**src/rtl/ssid_pkg.sv**
```systemverilog
// shared constants, op codes and the cell control word for the sorted set
// no dependencies
package ssid_pkg;

  localparam int CAPACITY = 64;
  localparam int DATA_W   = 32;
  localparam int IDX_W    = (CAPACITY > 1) ? $clog2(CAPACITY) : 1;
  localparam int CNT_W    = $clog2(CAPACITY + 1);

  // input operation codes
  localparam logic KIND_INSERT = 1'b0;
  localparam logic KIND_DELETE = 1'b1;

  // cell operation codes
  localparam logic [1:0] OP_HOLD   = 2'd0;
  localparam logic [1:0] OP_INSERT = 2'd1;
  localparam logic [1:0] OP_DELETE = 2'd2;
  localparam logic [1:0] OP_ROTATE = 2'd3;

  // control word broadcast to every cell
  typedef struct packed {
    logic [1:0]        op;
    logic [DATA_W-1:0] value;
    logic [CNT_W-1:0]  count;
  } cell_ctl_t;

endpackage

```
**src/rtl/ssid_cell.sv**
```systemverilog
// one cell of the sorted row: holds one value and trades it with its neighbors
// depends on ssid_pkg
module ssid_cell (
  input  logic                          clk,
  input  logic [ssid_pkg::IDX_W-1:0]    cell_idx,
  input  ssid_pkg::cell_ctl_t           ctl,
  input  logic [ssid_pkg::DATA_W-1:0]   prev_val,
  input  logic                          prev_lt,
  input  logic [ssid_pkg::DATA_W-1:0]   next_val,
  input  logic [ssid_pkg::DATA_W-1:0]   head_val,
  output logic [ssid_pkg::DATA_W-1:0]   val,
  output logic                          lt,
  output logic                          eq
);

  logic [ssid_pkg::DATA_W-1:0] val_r;
  logic [ssid_pkg::DATA_W-1:0] val_nxt;
  logic [ssid_pkg::CNT_W-1:0]  idx_ext;
  logic                        occ;
  logic                        is_tail;

  assign idx_ext = ssid_pkg::CNT_W'(cell_idx);
  assign occ     = idx_ext < ctl.count;
  assign is_tail = idx_ext == (ctl.count - ssid_pkg::CNT_W'(1));

  // compare held value against the broadcast word
  assign lt  = occ && ($signed(val_r) < $signed(ctl.value));
  assign eq  = occ && (val_r == ctl.value);
  assign val = val_r;

  // next value: shift up on insert, down on delete, ring rotate on emit
  always_comb begin
    val_nxt = val_r;
    case (ctl.op)
      ssid_pkg::OP_INSERT: begin
        if (!lt) val_nxt = prev_lt ? ctl.value : prev_val;
      end
      ssid_pkg::OP_DELETE: begin
        if (!lt) val_nxt = next_val;
      end
      ssid_pkg::OP_ROTATE: begin
        val_nxt = is_tail ? head_val : next_val;
      end
      default: val_nxt = val_r;
    endcase
  end

  always_ff @(posedge clk) begin
    val_r <= val_nxt;
  end

endmodule

```
**config.mk**
```make
export PLATFORM = sky130hd
export DESIGN_NAME = ssid_cell
export DESIGN_NICKNAME = d
export VERILOG_FILES = /design/src/rtl/ssid_pkg.sv /design/src/rtl/ssid_cell.sv
export SDC_FILE = /design/constraint.sdc
export NUM_CORES = 1
export LEC_CHECK = 0
export BUFFER_PORTS_ARGS = -buffer_cell sky130_fd_sc_hd__buf_2
export CAP_MARGIN = 20
export CORE_ASPECT_RATIO = 1.2
export CORE_MARGIN = 2
export CORE_UTILIZATION = 47
export DETAILED_ROUTE_END_ITERATION = 6
export HOLD_SLACK_MARGIN = 0.02
export PLACE_DENSITY = 0.82
export SLEW_MARGIN = 10
export SYNTH_ARGS = -nofsm -noshare
export SYNTH_HDL_FRONTEND = slang
export SYNTH_SLANG_ARGS = --single-unit
```
**constraint.sdc**
```tcl
create_clock -name clk -period 7.7 [get_ports clk]
set_clock_uncertainty 0.1 [all_clocks]
set_input_delay 1.155 -clock clk [delete_from_list [all_inputs] [get_ports clk]]
set_output_delay 1.155 -clock clk [all_outputs]
set_load 0.05 [all_outputs]
```
==> metrics.md <==
| Metric | Value |
|---|---|
| Status | `finished clean` |
| Top-count cell post-synth | `inv_1` |
| Clk buf depth | `2` |
| Sequential element share of the synthesized area | `27.16%` |
| Postcts setup bufs | `0` |
| Worst hold start | `next_val[10]` |
| Core Rows | `34` |
| Final cycle utilization of the critical path | `60.10%` |
| Synth Flop Type | `edfxtp_1` |
| Critical path arrival | `3.37 ns` |
| Area delta synth->final | `30.62%` |
| Mux cell area share after synthesis | `0%` |
| DRT iter0 DRCs | `232` |
| Pwr per Cell Area | `184.1 nW/um^2` |
| Largest family of logic cells by synthesized area | `compound AO/OA/AOI/OAI gates` |
| Root buf cell | `clkbuf_8` |
| Unrepaired setup endpoints after global routing | `false` |
| WL per Instance | `17.21 um` |
| Slew @ Worst Pin | `1.142 ns` |
| Yosys cell types | `41` |
| CP Cell Sequence | `buf_2 -> inv_1 -> ha_1 -> nand4_1 -> nor4_1 -> nand2_1 -> a31oi_1 -> nor3_1 -> nor3_1 -> buf_2` |
| # fillers | `647` |
| Worst path max stage delay | `0.47 ns` |
| DR vias | `3916` |
| Worst hold path class | `input port to flop` |
| Synth Area in Simple Gates | `19.27%` |
| Hpwl dp | `8614 um` |
| Cells after Synth | `404` |
| # DRC | `0` |
| Setup_tns | `0 ns` |
| GRT Total Usage | `26.61%` |
| CTS Sinks | `32` |
| Critical path buffer and inverter count | `3` |
| CP max FO | `8` |
| Vias in the first global route | `3861` |
| Total CTS buffers | `5` |
| Maximum vdd ir drop | `0.0001103 V` |
| Post-Syn Nets | `588` |
| Die Area | `8241 sq um` |
| Core area | `7274 sq um` |
| GPL Wtd Cong | `0.8858` |
| LEAKAGE | `2.045 nW` |
| Ys async rst share | `0%` |
| Worst setup SP type | `input port` |
| Synth Area per Inst | `8.758 sq um` |
| Largest net degree at the start of global routing | `68` |
| Total grt overflow | `0` |
| Maximum clock frequency | `216.1 MHz` |
| Compound-Gate Fraction of Synth Area | `29.24%` |
| Post-Synth Adder-Cell Area | `13.79%` |
| Synthesized cell area | `3538 sq um` |
| Setup-failing EPs final | `0` |
| Post-synth top cells | `40 x inv_1, 39 x ha_1, 37 x nand4_1` |
| EDFF count, synth | `32` |
| Starting density of the core | `48.64%` |
| Layout Nets | `749` |
| Min Tclk post-route | `4.628 ns` |
| Antenna-violating nets left | `0` |
| Initial antenna violation count | `0` |
| Total design power | `0.8507 mW` |
| # H-tree levels | `2` |
| Clk slew on worst S/H paths | `0.07 ns` |
| Crit path launch | `ctl[38]` |
| Ports | `179` |
| Post-synthesis register bit count | `32` |
| Top cells by area, synth | `edfxtp_1 27%, ha_1 14%, a211oi_1 7.6%, nand4_1 6.5%, nor2b_1 6.4%` |
| Max FFs per register | `32` |
| Die height | `99.05 um` |
| Drt total wl | `11290 um` |
| CP max stage cell | `nor4_1` |
| Hold buffers post-CTS | `0` |
| Share of layout cells above drive strength 1 | `37.63%` |
| Family with the most delay on the worst path | `simple AND/OR/NAND/NOR gates` |
| Slew headroom | `23.58%` |
| First-pass GRT wire length | `17910 um` |
| Final Max Slew Viols | `0` |
| Die X | `83.21 um` |
| Synth Area in XOR/XNOR | `1.485%` |
| Final hold vios | `0` |
| Yosys warnings | `0` |
| Port bufs | `178` |
| Vias per cell | `5.970` |
| Antenna Cells | `0` |
| CTS tree | `yes` |
| Post-synth top area cell | `edfxtp_1` |
| Max-cap violations | `0` |
| Worst EP required | `6.44 ns` |
| Kind of critical path | `input port to primary output` |
| Reg2reg start | `val[31]` |
| Worst-Skew Late Latency | `0.29 ns` |
| Hold Slack | `1.159 ns` |
| Worst Setup End Kind | `primary output` |
| Resized Gates After CTS | `0` |
| Synth top area share | `27.16%` |
| TritonRoute pass-1 iters | `4` |
cells by family (layout without fill, tap and decap cells):
family / count (synthesis) / after routing
XOR/XNOR: 6 / 6
AND/OR/NAND/NOR: 117 / 117
flip-flops: 32 / 32
buffers and inverters: 72 / 234
AO/OA/AOI/OAI: 138 / 138
adder cells (fa/ha/maj): 39 / 39
metrics by stage:
stage	setup WS (ns)	utilization (%)	instances	area, sq um
after floorplan	1.425	-	404	3538
after global placement	3.177	60.92	644	4432
after detailed placement	3.063	61.13	645	4447
after CTS	3.056	62.61	653	4554
after global routing	2.822	63.54	656	4622
final	3.072	63.54	656	4622
layout by cell type, fill, tap and decap left out, types with 2 or more instances in the layout:
master,instances
nand2_1,13
ha_1,39
inv_1,40
buf_2,178
nor3_1,7
nor2_1,9
o31ai_2,13
edfxtp_1,32
nor2b_1,36
o31ai_1,20
nor4_1,5
nand2b_1,2
o21ai_0,6
a21o_1,2
o21a_1,7
xnor2_1,4
buf_4,4
a21oi_1,11
nand4_1,37
clkbuf_8,5
a211oi_1,36
a31oi_1,33
xor2_1,2
buf_12,2
cell type report:
class                      instances  area [sq um]  area share (%)
clock inverter                     2         35.03          0.7580
inverter                          40         150.1           3.249
tap                               90         112.6           2.436
sequential                        32         960.9           20.79
multi-input combinational        300          2287           49.49
clock buffer                       6         72.57           1.570
timing repair buffer             186          1003           21.71
worst register-to-register path: stages, from the launching register on:
cell      delay [ns]
edfxtp_1        0.41
ha_1            0.43
nand4_1         0.17
nor4_1          0.47
nand2_1         0.12
a31oi_1         0.34
nor4_1          0.11
nor4_2          0.33
buf_4           0.35
power breakdown:
part	switching, mW	internal, mW
Clock	0.0629	0.0960
Sequential	0.0203	0.243
Combinational	0.296	0.132
Total	0.380	0.471
worst paths after layout:
check	slack [ns]	end	depth (start not counted)
max reg2reg	4.55	val[8]	8
min reg2reg	1.24	val[20]	6
min	1.16	val[10]	3
max	3.07	lt	10
routing by layer:
metal  share of wire [%]  up-vias  track usage (%)
li1                    -     1899                -
met5                   0        -                0
met1                  41     1820            32.06
met3                 5.5       26            3.099
met4                 2.6        0            9.836
met2                  51      171            48.57
Power figures use the tool's default switching activity.
