--- config.mk ---
export PLATFORM = sky130hd
export DESIGN_NAME = ssid_ctrl
export DESIGN_NICKNAME = d
export VERILOG_FILES = /design/src/rtl/ssid_pkg.sv /design/src/rtl/ssid_ctrl.sv
export SDC_FILE = /design/constraint.sdc
export NUM_CORES = 1
export LEC_CHECK = 0
export ABC_AREA = 1
export BUFFER_PORTS_ARGS = -buffer_cell sky130_fd_sc_hd__buf_2
export CORE_MARGIN = 10
export CORE_UTILIZATION = 44
export CTS_CLUSTER_DIAMETER = 40
export DETAILED_ROUTE_END_ITERATION = 10
export PLACE_DENSITY_LB_ADDON = 0.15
export SYNTH_ARGS = -nofsm -noshare
export SYNTH_HDL_FRONTEND = slang
export SYNTH_SLANG_ARGS = --single-unit
export TNS_END_PERCENT = 30
--- constraint.sdc ---
create_clock -name clk -period 2.1 [get_ports clk]
set_input_delay 0.42 -clock clk [delete_from_list [all_inputs] [get_ports clk]]
set_output_delay 0.42 -clock clk [all_outputs]
set_load 0.02 [all_outputs]
--- src/rtl/ssid_pkg.sv ---
// shared constants, op codes and the cell control word for the sorted set
// no dependencies
package ssid_pkg;

  localparam int CAPACITY = 64;
  localparam int DATA_W   = 32;
  localparam int IDX_W    = (CAPACITY > 1) ? $clog2(CAPACITY) : 1;
  localparam int CNT_W    = $clog2(CAPACITY + 1);

  // input operation codes
  localparam logic KIND_INSERT = 1'b0;
  localparam logic KIND_DELETE = 1'b1;

  // cell operation codes
  localparam logic [1:0] OP_HOLD   = 2'd0;
  localparam logic [1:0] OP_INSERT = 2'd1;
  localparam logic [1:0] OP_DELETE = 2'd2;
  localparam logic [1:0] OP_ROTATE = 2'd3;

  // control word broadcast to every cell
  typedef struct packed {
    logic [1:0]        op;
    logic [DATA_W-1:0] value;
    logic [CNT_W-1:0]  count;
  } cell_ctl_t;

endpackage

--- src/rtl/ssid_ctrl.sv ---
// sequencer: applies one operation to the cell row, then streams the set out
// depends on ssid_pkg
module ssid_ctrl (
  input  logic                          clk,
  input  logic                          rst_n,
  input  logic                          in_valid,
  output logic                          in_stall,
  input  logic                          in_kind,
  input  logic [ssid_pkg::DATA_W-1:0]   in_value,
  input  logic                          present,
  output ssid_pkg::cell_ctl_t           ctl,
  output logic                          out_valid,
  input  logic                          out_stall,
  output logic                          set_empty,
  output logic                          dropped_full,
  output logic                          last
);

  localparam logic ST_IDLE = 1'b0;
  localparam logic ST_EMIT = 1'b1;

  logic                       state_r, state_nxt;
  logic [ssid_pkg::CNT_W-1:0] count_r, count_nxt;
  logic [ssid_pkg::IDX_W-1:0] idx_r, idx_nxt;
  logic                       dropped_r, dropped_nxt;
  logic                       in_acc, out_acc, full;
  logic                       do_ins, do_del;
  logic [1:0]                 op;

  assign in_stall = state_r != ST_IDLE;
  assign in_acc   = in_valid && !in_stall;
  assign out_valid = state_r == ST_EMIT;
  assign out_acc  = out_valid && !out_stall;
  assign full     = count_r == ssid_pkg::CNT_W'(ssid_pkg::CAPACITY);

  assign do_ins = in_acc && (in_kind == ssid_pkg::KIND_INSERT) && !present && !full;
  assign do_del = in_acc && (in_kind == ssid_pkg::KIND_DELETE) && present;

  // status of the current word
  assign set_empty    = count_r == '0;
  assign dropped_full = dropped_r;
  assign last = set_empty ||
                (ssid_pkg::CNT_W'(idx_r) == (count_r - ssid_pkg::CNT_W'(1)));

  // cell operation for this cycle
  always_comb begin
    op = ssid_pkg::OP_HOLD;
    if (do_ins)                     op = ssid_pkg::OP_INSERT;
    else if (do_del)                op = ssid_pkg::OP_DELETE;
    else if (out_acc && !set_empty) op = ssid_pkg::OP_ROTATE;
  end

  assign ctl.op    = op;
  assign ctl.value = in_value;
  assign ctl.count = count_r;

  // sequencing
  always_comb begin
    state_nxt   = state_r;
    count_nxt   = count_r;
    idx_nxt     = idx_r;
    dropped_nxt = dropped_r;
    case (state_r)
      ST_IDLE: begin
        if (in_acc) begin
          state_nxt   = ST_EMIT;
          idx_nxt     = '0;
          dropped_nxt = (in_kind == ssid_pkg::KIND_INSERT) && !present && full;
          if (do_ins) count_nxt = count_r + ssid_pkg::CNT_W'(1);
          if (do_del) count_nxt = count_r - ssid_pkg::CNT_W'(1);
        end
      end
      ST_EMIT: begin
        if (out_acc) begin
          if (last) state_nxt = ST_IDLE;
          else      idx_nxt   = idx_r + ssid_pkg::IDX_W'(1);
        end
      end
      default: state_nxt = ST_IDLE;
    endcase
  end

  always_ff @(posedge clk) begin
    if (!rst_n) begin
      state_r   <= ST_IDLE;
      count_r   <= '0;
      idx_r     <= '0;
      dropped_r <= 1'b0;
    end else begin
      state_r   <= state_nxt;
      count_r   <= count_nxt;
      idx_r     <= idx_nxt;
      dropped_r <= dropped_nxt;
    end
  end

`ifndef SYNTH
  // fill never passes capacity
  a_count_cap: assert property (@(posedge clk) disable iff (!rst_n)
    count_r <= ssid_pkg::CNT_W'(ssid_pkg::CAPACITY))
    else $error("entry count above capacity");

  // fill is frozen while the set streams out
  a_count_frozen: assert property (@(posedge clk) disable iff (!rst_n)
    (state_r == ST_EMIT) && $past(state_r == ST_EMIT) |-> $stable(count_r))
    else $error("entry count moved during emit");

  // read index stays inside the set
  a_idx_range: assert property (@(posedge clk) disable iff (!rst_n)
    (state_r == ST_EMIT) && !set_empty |-> ssid_pkg::CNT_W'(idx_r) < count_r)
    else $error("emit index past the set");

  // a taken last word returns to idle
  a_last_idle: assert property (@(posedge clk) disable iff (!rst_n)
    out_acc && last |=> state_r == ST_IDLE)
    else $error("no return to idle after last word");

  // dropped flag only on a full store
  a_drop_full: assert property (@(posedge clk) disable iff (!rst_n)
    out_valid && dropped_r |-> count_r == ssid_pkg::CNT_W'(ssid_pkg::CAPACITY))
    else $error("dropped flag without full store");
`endif

endmodule
==> impl_metrics.tcl <==
set metrics [dict create \
    clock_skew_ns 0.00291 \
    worst_setup_hold_path_clk_slew_ns 0.10 \
    std_cell_rows 20 \
    place.gp.congestion 0.908 \
    synth.top_cells.by_area "sky130_fd_sc_hd__dfxtp_1 (21%), sky130_fd_sc_hd__buf_4 (18%), sky130_fd_sc_hd__nand2_1 (15%)" \
    run_status "finished, final reports clean" \
    synthDominantCellAreaShare 0.214 \
    synth_nets 264 \
    worst-slew-pin-transition_ns 0.329 \
    combinational_family_with_the_most_area_after_synthesis "simple AND/OR/NAND/NOR gates" \
    synth.mux.area_fraction 0 \
    syn-instance-count 222 \
    use_met2 0.187 \
    setup_viol 0 \
    design.die.area_mm2 0.00586 \
    num_vias 1287 \
    period_share 0.986 \
    met1_usage 0.124 \
    number_of_global_route_vias_before_repair 1215 \
    hold_viol 0 \
    grt_setup_unrepaired "yes" \
    setup.worst_path.end_class "output port" \
    cts_num_sinks 15 \
    cellPowerDensity_mw_per_mm2 619 \
    io_buffers 19 \
    overflow 0 \
    start_kind "register" \
    synth_adder_area_share 0.0356 \
    overall_die_width_um 76.5 \
    postSynthRegisterBits 15 \
    max-clock-path-buffers 2 \
    cts_tree "built" \
    use_met3 0.0389 \
    synth_area_mm2 0.00141 \
    period_needed_ns 2.07 \
    worst-endpoint-required_ns 1.68 \
    post_synth_and_or_nand_nor_area_fraction 0.330 \
    maxSlewViolCount 0 \
    drt-vias-per-instance 4.97 \
    io-pin-count 84 \
    arrival_ns 1.65 \
    grt_usage 0.111 \
    pin_count_of_the_biggest_net_entering_global_routing 15 \
    clock_insertion_delay_worst_skew_ns 0.29 \
    htree_num_levels 1 \
    worst-path-max-fanout 5 \
    irDropWorstVdd_mv 0.193 \
    fillCellCount 326 \
    relSlewSlack 0.781 \
    start_util 0.461 \
    synth_top_cell_by_area "sky130_fd_sc_hd__dfxtp_1" \
    fin_area_mm2 0.00143 \
    core_region_area_mm2 0.00305 \
    sequential_to_total_area_share_from_yosys_stat 0.214 \
    hold_slack_ns 0.411 \
    grt_most_used_layer "met2" \
    drt-wirelength-per-cell_um 13.1 \
    detail_route.wirelength_um 3380 \
    clock.fmax_ghz 0.483 \
    hold_class "in -> reg" \
    final_net_count 258 \
    timing.max_cap.violations 0 \
    post_synth_xor_area_fraction 0.0311 \
    ys_types 27 \
    cell_at_the_root_of_the_clock_tree "sky130_fd_sc_hd__clkbuf_4" \
    synth.yosys.warnings 0 \
    setup.reg_to_reg.worst_slack_ns 0.29 \
    violation_count_after_the_first_detailed_route_iteration 136 \
    number_of_buffers_inserted_during_clock_tree_synthesis 3 \
    route.antenna.remaining_nets 0 \
    dpl_cell_area_mm2 0.00132 \
    syn_avg_cell_area_um2 6.33 \
    place_hpwl_um 2560 \
    layout-drive-gt1-share 0.284 \
    antenna_cells_inserted 0 \
    most_frequent_standard_cell_in_the_layout_excluding_fill_and_tap_cells "sky130_fd_sc_hd__nand2_1" \
    total_power_w 0.000883 \
    most-common-layout-cells "sky130_fd_sc_hd__nand2_1 (52), sky130_fd_sc_hd__inv_1 (19), sky130_fd_sc_hd__buf_2 (18)" \
    pleak_nw 0.714 \
    antenna_found_initial 0 \
    critPathKind "reg -> out" \
    pre_antenna_drt_iters 4 \
    post-route-drc-count 0 \
    syn2layout_area_growth_pct 1.33 \
    global_route_wire_length_before_repair_um 5550 \
    fraction_of_the_mapped_netlist_area_in_compound_gates 0.125 \
    die_height_um 76.5 \
]
==> kinds of logic (layout without fill, tap and decap cells) <==
group | count (synthesis) | count (layout)
AO/OA/AOI/OAI | 31 | 31
AND/OR/NAND/NOR | 105 | 105
adder cells (fa/ha/maj) | 4 | 4
flip-flops | 15 | 15
XOR/XNOR | 5 | 5
buffers and inverters | 62 | 55
==> registers in the layout, summed over array words and instances (netlist names) <==
signal	flops
count_r	7
dropped_full	1
idx_r	6
in_stall	1
==> path summary, 6_finish.rpt <==
path	startpoint	end	depth (start not counted)
worst max-delay path	count_r[1]	last	11
worst min-delay path	out_stall	in_stall	3
worst max register to register	count_r[1]	idx_r[4]	14
worst min register to register	dropped_full	dropped_full	2
==> cells in the mapped netlist (all sizes together) <==
cell    instances
nand2          60
buf            36
inv            25
nand3          18
nor2           18
a21oi          15
dfxtp          15
o21ai          12
ha              4
nand4           4
nor3            4
xor2            3
a31oi           2
xnor2           2
clkbuf          1
o221ai          1
o31ai           1
or2             1
==> repair_timing <==
item / CTS / global route
hold buffers: 0 / 0
pin swaps: 0 / 8
setup endpoints to repair: 1 / 3
endpoints found under the hold margin: 0 / 0
setup buffers: 0 / 2
gates resized for setup: 10 / 13
==> layout make-up <==
class / count / area [µm²] / area share
repair buffers: 26 / 154 / 0.108
multi-input cells: 145 / 786 / 0.551
well taps: 44 / 55.1 / 0.0386
inverters: 25 / 98.8 / 0.0694
flip-flops and latches: 15 / 305 / 0.214
clock buffers: 4 / 26.3 / 0.0184
==> report_power, final <==
part / switching (W) / internal (W)
logic: 0.000234 / 0.000134
registers: 0.0000301 / 0.000307
clock network: 0.000104 / 0.0000738
total: 0.000368 / 0.000515
==> routing by layer <==
metal  vias to the layer above  routed length, µm
li1                        667                  -
met1                       572               1490
met5                         -                  0
met4                         0                 20
met2                        44               1560
met3                         4                308
==> critical path: stages, from the launching register on <==
cell and delay [ns]:
sky130_fd_sc_hd__dfxtp_2 0.35, sky130_fd_sc_hd__inv_4 0.09, sky130_fd_sc_hd__ha_4 0.17, sky130_fd_sc_hd__nand2_1 0.10, sky130_fd_sc_hd__nand2_2 0.08, sky130_fd_sc_hd__nand2_1 0.05
sky130_fd_sc_hd__nand2_1 0.08, sky130_fd_sc_hd__nand3_2 0.08, sky130_fd_sc_hd__nor2_2 0.11, sky130_fd_sc_hd__nand2_2 0.07, sky130_fd_sc_hd__nand2_2 0.07, sky130_fd_sc_hd__buf_6 0.12
==> metrics by stage <==
step,setup TNS (ns),cells,util,setup WS [ns]
floorplan,0,222,-,0.0393
finish,0,259,0.467,0.0293
global route,-0.0945,259,0.467,-0.0945
detailed placement,0,253,0.431,0.194
CTS,0,257,0.450,0.00449
global placement,0,253,0.431,0.223
Power figures use the tool's default switching activity.
